$ cat config.mk
export PLATFORM = sky130hd
export DESIGN_NAME = tdt_ram
export DESIGN_NICKNAME = d
export VERILOG_FILES = /design/src/tdt_ram.sv
export SDC_FILE = /design/constraint.sdc
export NUM_CORES = 1
export LEC_CHECK = 0
export BUFFER_PORTS_ARGS = -buffer_cell sky130_fd_sc_hd__buf_2
export CORE_ASPECT_RATIO = 1.1
export CORE_UTILIZATION = 48
export CTS_CLUSTER_DIAMETER = 150
export CTS_CLUSTER_SIZE = 30
export DETAILED_ROUTE_END_ITERATION = 6
export MAX_ROUTING_LAYER = met4
export PLACE_DENSITY_LB_ADDON = 0.25
export SLEW_MARGIN = 20
export SYNTH_ARGS = -nofsm -noshare
export SYNTH_HDL_FRONTEND = slang
export SYNTH_SLANG_ARGS = --single-unit
$ cat constraint.sdc
create_clock -name clk -period 4.7 [get_ports clk]
set_clock_uncertainty 0.1 [all_clocks]
set_input_delay 0.705 -clock clk [delete_from_list [all_inputs] [get_ports clk]]
set_output_delay 0.705 -clock clk [all_outputs]
set_load 0.01 [all_outputs]
$ cat src/tdt_ram.sv
// ----------------------------------------------------------------------------
// tdt_ram
// Simple dual-port RAM, one write port, one registered read port.
// ----------------------------------------------------------------------------
module tdt_ram #(
  parameter int WIDTH = 8,
  parameter int DEPTH = 16,
  localparam int AW = $clog2(DEPTH)
) (
  input  logic             clk,
  input  logic             we,
  input  logic [AW-1:0]    waddr,
  input  logic [WIDTH-1:0] wdata,
  input  logic [AW-1:0]    raddr,
  output logic [WIDTH-1:0] rdata
);
  logic [WIDTH-1:0] mem [DEPTH];

  always_ff @(posedge clk) begin
    if (we) begin
      mem[waddr] <= wdata;
    end
    rdata <= mem[raddr];
  end
endmodule

==> out/qor.csv <==
stage;metric;value;unit
global_route;first-pass GRT wire length;14.34;mm
cts;CTS Sinks;136;
floorplanning;row count;39;
setup_path;critical path peak fanout;8;
cts;CTS Buf Count;17;
setup_path;CP Class;primary input to flip-flop;
worst_hold_path;Worst Hold Class;flip-flop to flip-flop;
worst_hold_path;Cells on Worst Hold Path;3;
route;# DRC;0;
timing;Hold WS;571.0;ps
cts;Max Buffers Root-to-Sink;2;
setup_path;crit path DAT;1980;ps
timing;Final Hold Viols;0;
cts;Clock H-tree levels;4;
layout;Total Nets Final;284;
timing;unrepaired setup endpoints after global routing;false;
layout;Layout fillers;771;
cts;Skew-Pair Late Insertion Delay;410;ps
logic_synthesis;synthesized net count;247;
logic_synthesis;synthesized area per cell;22.48;um^2
route;post-detailed-route wirelength per cell;22.48;um
logic_synthesis;yosys warns;0;
timing;worst-margin pin slew;973.5;ps
placement;port buffer count;25;
global_route;initial antenna violation count;0;
logic_synthesis;Synth Instances;229;
floorplanning;Die W;100.7;um
layout;area grow syn2layout;14.95;%
logic_synthesis;synthesized flop and latch total;136;
status;status;completed;
global_route;number of global-route vias before repair;2363;
power;Peak VDD IR;0.0002371;V
logic_synthesis;Netlist cell types;19;
job;max_cap viols;0;
floorplanning;Core Area;0.01039;mm^2
route;DR top layer;met4;
cts;hold buffers post-CTS;0;
timing;min cycle time layout;2047;ps
timing;fmax;488.5;MHz
setup_path;Worst setup SP type;primary input;
cts;root buffer cell;clkbuf_16;
setup_path;Worst Setup End Kind;flip-flop;
setup_path;CP required;4630;ps
cts;Clock transition at path regs;50;ps
placement;GPL Wtd Cong;0.7242;
global_route;total gr overflow;0;
route;drt via density;5.581;
logic_synthesis;mapped cell area;0.005147;mm^2
route;WL final;9.488;mm
placement;DP HPWL;5.899;mm
floorplanning;Die ar.;0.01114;mm^2
layout;Core Util, Final;56.93;%
route;DRT iter0 DRCs;163;
floorplanning;I/O pin total;26;
global_route;largest net degree at the start of global routing;33;
timing;setup TNS;0;ps
power;LEAKAGE;1.967;nW
timing;relative slew slack;34.86;%
route;WL met2;4.699;mm
timing;period utilisation layout;43.56;%
cts;PostCTS Resize Cnt;0;
timing;Slew Limit Fails;0;
cts;CTS tree;yes;
global_route;Total GRT Usage;19.73;%
cts;# Post-CTS Setup Buffers;0;
layout;layout cells sized above 1;25.09;%
layout;ANT cells;0;
timing;# setup viols final;0;
route;router iterations before antenna repair;4;
floorplanning;Starting Density;49.52;%
route;vias;2355;
power;Pwr per Cell Area;449.4;mW/mm^2
logic_synthesis;post-synthesis sequential area ratio;77.78;%
floorplanning;Die Span Y;110.6;um
route;routed wl met3;547;um
route;wl on met1;4.066;mm
route;ANT nets after route;0;
setup_path;Reg2Reg Depth;3;
-- metal layers --
metal,GRT usage (%),vias up
met5,-,-
met4,9.372,0
met3,4.937,14
met2,28.86,92
met1,26.16,1202
li1,-,1047
-- cells by family after synthesis --
family                 count (synthesis)  synth area share, %
flip-flops                           136                77.78
AND/OR/NAND/NOR                       35                3.184
multiplexers                          32                15.02
AO/OA/AOI/OAI                         16                2.334
buffers and inverters                 10                1.677
-- report_power, final --
group | internal, mW | switching (mW) | leakage [nW]
clock network | 0.736 | 0.436 | 0.255
registers | 1.36 | 0.00897 | 1.22
logic | 0.0488 | 0.0717 | 0.488
-- worst paths after layout --
path	slack, ps	to	from
min reg2reg	570	rdata[3]	mem[14][3]
max	2650	mem[2][3]	waddr[2]
min	570	rdata[3]	mem[14][3]
max reg2reg	3250	rdata[7]	mem[11][7]
-- layout make-up --
class / instances / area (um^2) / share of cell area, %
Sequential cell: 136 / 4004 / 67.67
Tap cell: 143 / 178.9 / 3.024
Multi-Input combinational cell: 83 / 1062 / 17.95
Timing Repair Buffer: 28 / 150.1 / 2.538
Clock buffer: 27 / 473.0 / 7.993
Clock inverter: 5 / 48.80 / 0.8247
-- placed cells by master (no fill, tap or decap), drive strengths merged --
master,instances
and2b,1
a22oi,16
mux4,32
clkbuf,27
or3b,1
nor2b,1
edfxtp,128
nand3,1
nand2b,2
clkinv,4
nor3,4
nand2,9
bufinv,1
nand3b,2
dfxtp,8
and2,1
nor2,13
buf,28
-- flip-flops by register name (all words and copies together), names as in the netlist --
register	cells
rdata	8
mem	128
-- critical path, stage by stage --
cell,delay (ps)
buf_2,110
or3b_2,520
nor2_1,640
-- synthesized netlist by cell type --
cell               n  share of area (%)
edfxtp_1         128                 75
mux4_2            18                7.9
a22oi_1           16                2.3
mux4_1            14                7.1
nor2_1            13               0.95
nand2_1            9               0.66
dfxtp_1            8                3.1
nor3_1             4               0.39
buf_2              3               0.29
buf_6              3               0.66
clkdlybuf4s25_2    3               0.58
nand2b_1           2               0.24
nand3b_1           2               0.29
and2_1             1               0.12
and2b_1            1               0.15
buf_4              1               0.15
nand3_1            1              0.097
nor2b_1            1               0.12
or3b_2             1               0.17
-- per-stage QoR --
step / cell area, um^2 / cells / setup WS (ps) / power, mW
2_1_floorplan: 5147 / 229 / 2402 / 1.460
3_3_place_gp: 5388 / 390 / 1876 / 1.509
3_5_place_dp: 5393 / 390 / 1878 / 1.514
4_1_cts: 5914 / 422 / 2307 / 2.674
5_1_grt: 5917 / 422 / 2568 / 2.741
6_report: 5917 / 422 / 2653 / 2.659
(Power assumes the default switching activity.)
