[src/tdt_pkg.sv]
// ----------------------------------------------------------------------------
// tdt_pkg
// Shared constants, codes and types of the task dependency tracker.
// ----------------------------------------------------------------------------
package tdt_pkg;

  localparam int TABLE_ENTRIES     = 1024;
  localparam int READERS_PER_ENTRY = 8;
  localparam int MAX_READS         = 8;
  localparam int TASK_ID_BITS      = 16;

  localparam int IDX_W     = $clog2(TABLE_ENTRIES);
  localparam int RD_W      = (READERS_PER_ENTRY > 1) ? $clog2(READERS_PER_ENTRY) : 1;
  localparam int RC_W      = $clog2(READERS_PER_ENTRY + 1);
  localparam int PI_W      = (MAX_READS > 1) ? $clog2(MAX_READS) : 1;
  localparam int PC_W      = $clog2(MAX_READS + 1);
  localparam int FOUND_CAP = MAX_READS + 1 + READERS_PER_ENTRY;
  localparam int FI_W      = $clog2(FOUND_CAP);
  localparam int FC_W      = $clog2(FOUND_CAP + 1);
  localparam int PROD_W    = IDX_W + 16;
  localparam int ADDR_W    = 48;

  localparam logic [63:0] HASH_K = 64'h45d9f3b;

  localparam logic [1:0] OP_READ   = 2'd0;
  localparam logic [1:0] OP_WRITE  = 2'd1;
  localparam logic [1:0] OP_FLUSH  = 2'd2;
  localparam logic [1:0] OP_UNUSED = 2'd3;

  localparam logic [2:0] ST_OK    = 3'd0;
  localparam logic [2:0] ST_FULL  = 3'd1;
  localparam logic [2:0] ST_OVF   = 3'd2;
  localparam logic [2:0] ST_READS = 3'd3;
  localparam logic [2:0] ST_IDS   = 3'd4;

  typedef struct packed {
    logic                    used;
    logic [ADDR_W-1:0]       key;
    logic                    wvalid;
    logic [TASK_ID_BITS-1:0] wtask;
    logic [RC_W-1:0]         rcount;
  } slot_t;

  localparam int SLOT_W = $bits(slot_t);

endpackage

[src/tdt_hash.sv]
// ----------------------------------------------------------------------------
// tdt_hash
// Home slot of an address: shift, xor, multiply, xor, one register stage.
// ----------------------------------------------------------------------------
module tdt_hash (
  input  logic                      clk,
  input  logic [47:0]               addr,
  output logic [tdt_pkg::IDX_W-1:0] slot
);
  import tdt_pkg::*;

  logic [44:0]       h0;
  logic [44:0]       h1;
  logic [PROD_W-1:0] prod;

  // only the low bits of the product reach the slot index
  assign h0 = addr[47:3];
  assign h1 = h0 ^ (h0 >> 16);

  always_ff @(posedge clk) begin
    prod <= PROD_W'(h1[PROD_W-1:0] * PROD_W'(HASH_K));
  end

  assign slot = prod[IDX_W-1:0] ^ prod[IDX_W+15:16];
endmodule

[config.mk]
export PLATFORM = sky130hd
export DESIGN_NAME = tdt_hash
export DESIGN_NICKNAME = d
export VERILOG_FILES = /design/src/tdt_pkg.sv /design/src/tdt_hash.sv
export SDC_FILE = /design/constraint.sdc
export NUM_CORES = 1
export LEC_CHECK = 0
export ABC_AREA = 0
export BUFFER_PORTS_ARGS = -buffer_cell sky130_fd_sc_hd__buf_2
export CAP_MARGIN = 20
export CORE_MARGIN = 2
export CORE_UTILIZATION = 65
export CTS_CLUSTER_DIAMETER = 80
export CTS_CLUSTER_SIZE = 20
export DETAILED_ROUTE_END_ITERATION = 10
export PLACE_DENSITY = 0.85
export SYNTH_ARGS = -nofsm -noshare
export SYNTH_HDL_FRONTEND = slang
export SYNTH_SLANG_ARGS = --single-unit
[constraint.sdc]
create_clock -name clk -period 20.7 [get_ports clk]
set_clock_uncertainty 0.2 [all_clocks]
set_input_delay 2.07 -clock clk [delete_from_list [all_inputs] [get_ports clk]]
set_output_delay 2.07 -clock clk [all_outputs]
set_load 0.03 [all_outputs]
==> results.py <==
metrics = {
    "finish": {
        "layout_commonest_cell": "inv_1",
        "drive_gt1_share_pct": 8.09,
        "final_cell_mix": "inv_1 (281), fa_1 (152), ha_1 (120)",
        "largest_reg_flops": 20,
        "multi_input_area_sq_um": 6000,
        "regMostFlops": "prod",
        "fin_nets": 1150,
        "reg_top3": "prod (20)",
        "n_antenna_cell": 0,
        "final.fill_count": 860,
        "syn_to_final_growth_pct": 7.28,
        "ff_latch_area_sq_um": 400,
    },
    "die": {
        "row_count": 39,
        "design.core.area_sq_um": 11300,
        "fp.dieH_um": 111,
        "ioPinCount": 59,
        "die_w_um": 111,
        "initial_core_util_pct": 65.9,
        "die_area_sq_um": 12400,
    },
    "synthesis": {
        "synth-edff-count": 0,
        "ys.flop_type": "dfxtp_1",
        "synth_fp_nets": 1092,
        "ys_top_cells_by_area": "fa_1 (41%), ha_1 (20%), inv_1 (14%)",
        "yosysUniqueCellTypes": 40,
        "netlist_instances": 771,
        "yosysTopAreaCell": "fa_1",
        "yosysWarnings": 0,
        "syn_area_sq_um": 7460,
        "synth_top_area_share_pct": 40.8,
        "synthArstFlopShare_pct": 0,
        "yosys_register_bits": 20,
        "synth_area_per_cell_sq_um": 9.68,
        "ys_seq_area_share_pct": 5.37,
    },
    "setup_path": {
        "path_cells": "buf_2 -> xnor2_1 -> inv_1 -> ha_1 -> inv_1 -> fa_1 -> fa_1 -> inv_1 -> fa_1 -> fa_1 -> fa_1 -> inv_1 -> fa_1 -> inv_1 -> ha_1 -> a21oi_1 -> o21ai_1 -> a31o_2 -> a311o_1 -> a21o_1 -> a31oi_1 -> xnor2_1",
        "path_max_fanout": 5,
        "end_kind": "flop",
        "critPathLaunchType": "input pin",
        "cpPeakStageDelay_ps": 670,
        "worstSetupPathType": "in2reg",
        "cp_data_required_time_ps": 20630,
        "path_common_cell": "fa_1",
        "cp_slowest_cell": "xnor2_1",
        "crit_arrival_ps": 8570,
    },
    "outcome": {
        "status": "finished, final reports clean",
    },
    "place": {
        "gp_congestion": 0.961,
        "hpwlAfterDp_um": 15200,
        "portBuffers": 52,
    },
    "grt": {
        "first_global_vias": 5517,
        "grt_pass1_wl_um": 27100,
        "grt_use_total_pct": 28.5,
        "grt_max_degree": 12,
        "antenna_found_initial": 0,
        "grt_overflow_total": 0,
    },
    "route": {
        "drc": 0,
        "finalWirelength_um": 16300,
        "antenna_left": 0,
        "drt_iter0_drc": 328,
        "wl_per_cell_um": 16.8,
        "drtPass1Iterations": 4,
        "vias_per_cell": 5.11,
        "dr_total_vias": 4965,
    },
    "timing": {
        "finalCritPeriodShare_pct": 41.8,
        "grt_setup_unrepaired": "no",
        "maxSlewHeadroom_pct": 35.0,
        "hold_viol": 0,
        "fmax_ghz": 0.116,
        "worst_slew_pin_slew_ps": 972,
        "setup_viol": 0,
        "maxSlewViolCount": 0,
        "setup-tns-final_ps": 0,
        "period_minus_slack_ps": 8640,
    },
    "cts": {
        "cts_tree": "yes",
        "cts_resized": 0,
        "root_buffer": "clkbuf_16",
        "cts_buffer_depth": 2,
        "clock_sinks": 20,
        "cts_buffers": 3,
        "cts.clk_slew.worst_paths_ps": 50,
        "ctsHoldBuffers": 0,
        "cts_setup_buffers": 0,
        "htreeDepth": 1,
    },
    "min_path": {
        "hold_class": "in2reg",
    },
    "run": {
        "maxCapViolations": 0,
    },
}
## metrics by stage
stage	hold slack (ps)	std cells	instance area, sq um	worst slack (ps)	util, %
CTS	2440	971	8010	12000	70.7
global route	2470	971	8010	11710	70.7
global placement	2390	967	7920	11840	69.9
detailed placement	2390	967	7920	11760	69.9
floorplan	2240	771	7460	12640	-
finish	2440	971	8010	12060	70.7
## final timing paths
kind	startpoint	endpoint	slack, ps	cells past startpoint
max	addr[28]	prod[25]	12060	22
min	addr[3]	prod[0]	2440	3
## synthesized netlist by cell type, drive strengths merged, types with 2 or more instances
| master | instances |
|---|---|
| and3 | 3 |
| o311ai | 2 |
| nor2 | 9 |
| a21o | 15 |
| nand4 | 2 |
| inv | 282 |
| o21a | 2 |
| xnor2 | 57 |
| nor2b | 3 |
| nand2 | 13 |
| a21oi | 18 |
| fa | 152 |
| nand3 | 3 |
| dfxtp | 20 |
| o21ai | 8 |
| xor2 | 35 |
| a31o | 2 |
| ha | 120 |
| or3 | 2 |
| clkbuf | 2 |
| nand2b | 4 |
| a31oi | 3 |
## metal layers
layer  vias to the layer above  part of all wire, %  global-route usage, %
met1                      2410                   40                   36.6
met3                        31                  5.6                   3.06
met4                         0                  2.9                   10.1
li1                       2372                    -                      -
met5                         -                    0                      0
met2                       152                   51                   50.3
## critical path: cells and delay by family
kind,cells,cell delay [ps]
adder cells (fa/ha/maj),8,3760
buffers and inverters,6,680
AO/OA/AOI/OAI,6,1290
XOR/XNOR,2,760
## cell type report
cell class                      count  area share (%)
Multi-Input combinational cell    467            74.9
Inverter                          282            13.2
Sequential cell                    20            5.00
Timing Repair Buffer               55            3.53
Tap cell                          143            2.24
Clock buffer                        4            1.11
## logic make-up (layout without fill, tap and decap cells)
family	count (synthesis)	after routing	synth area share (%)
buffers and inverters	284	341	14.3
adders and majority gates	272	272	60.9
xor gates and xnor gates	92	92	11.3
AOI/OAI and AO/OA	59	59	5.20
and+or+nand+nor	44	44	2.95
DFF	20	20	5.37
Power is not shown: default switching activity piles up to over one toggle a cycle in this logic, so the estimate is an artifact.
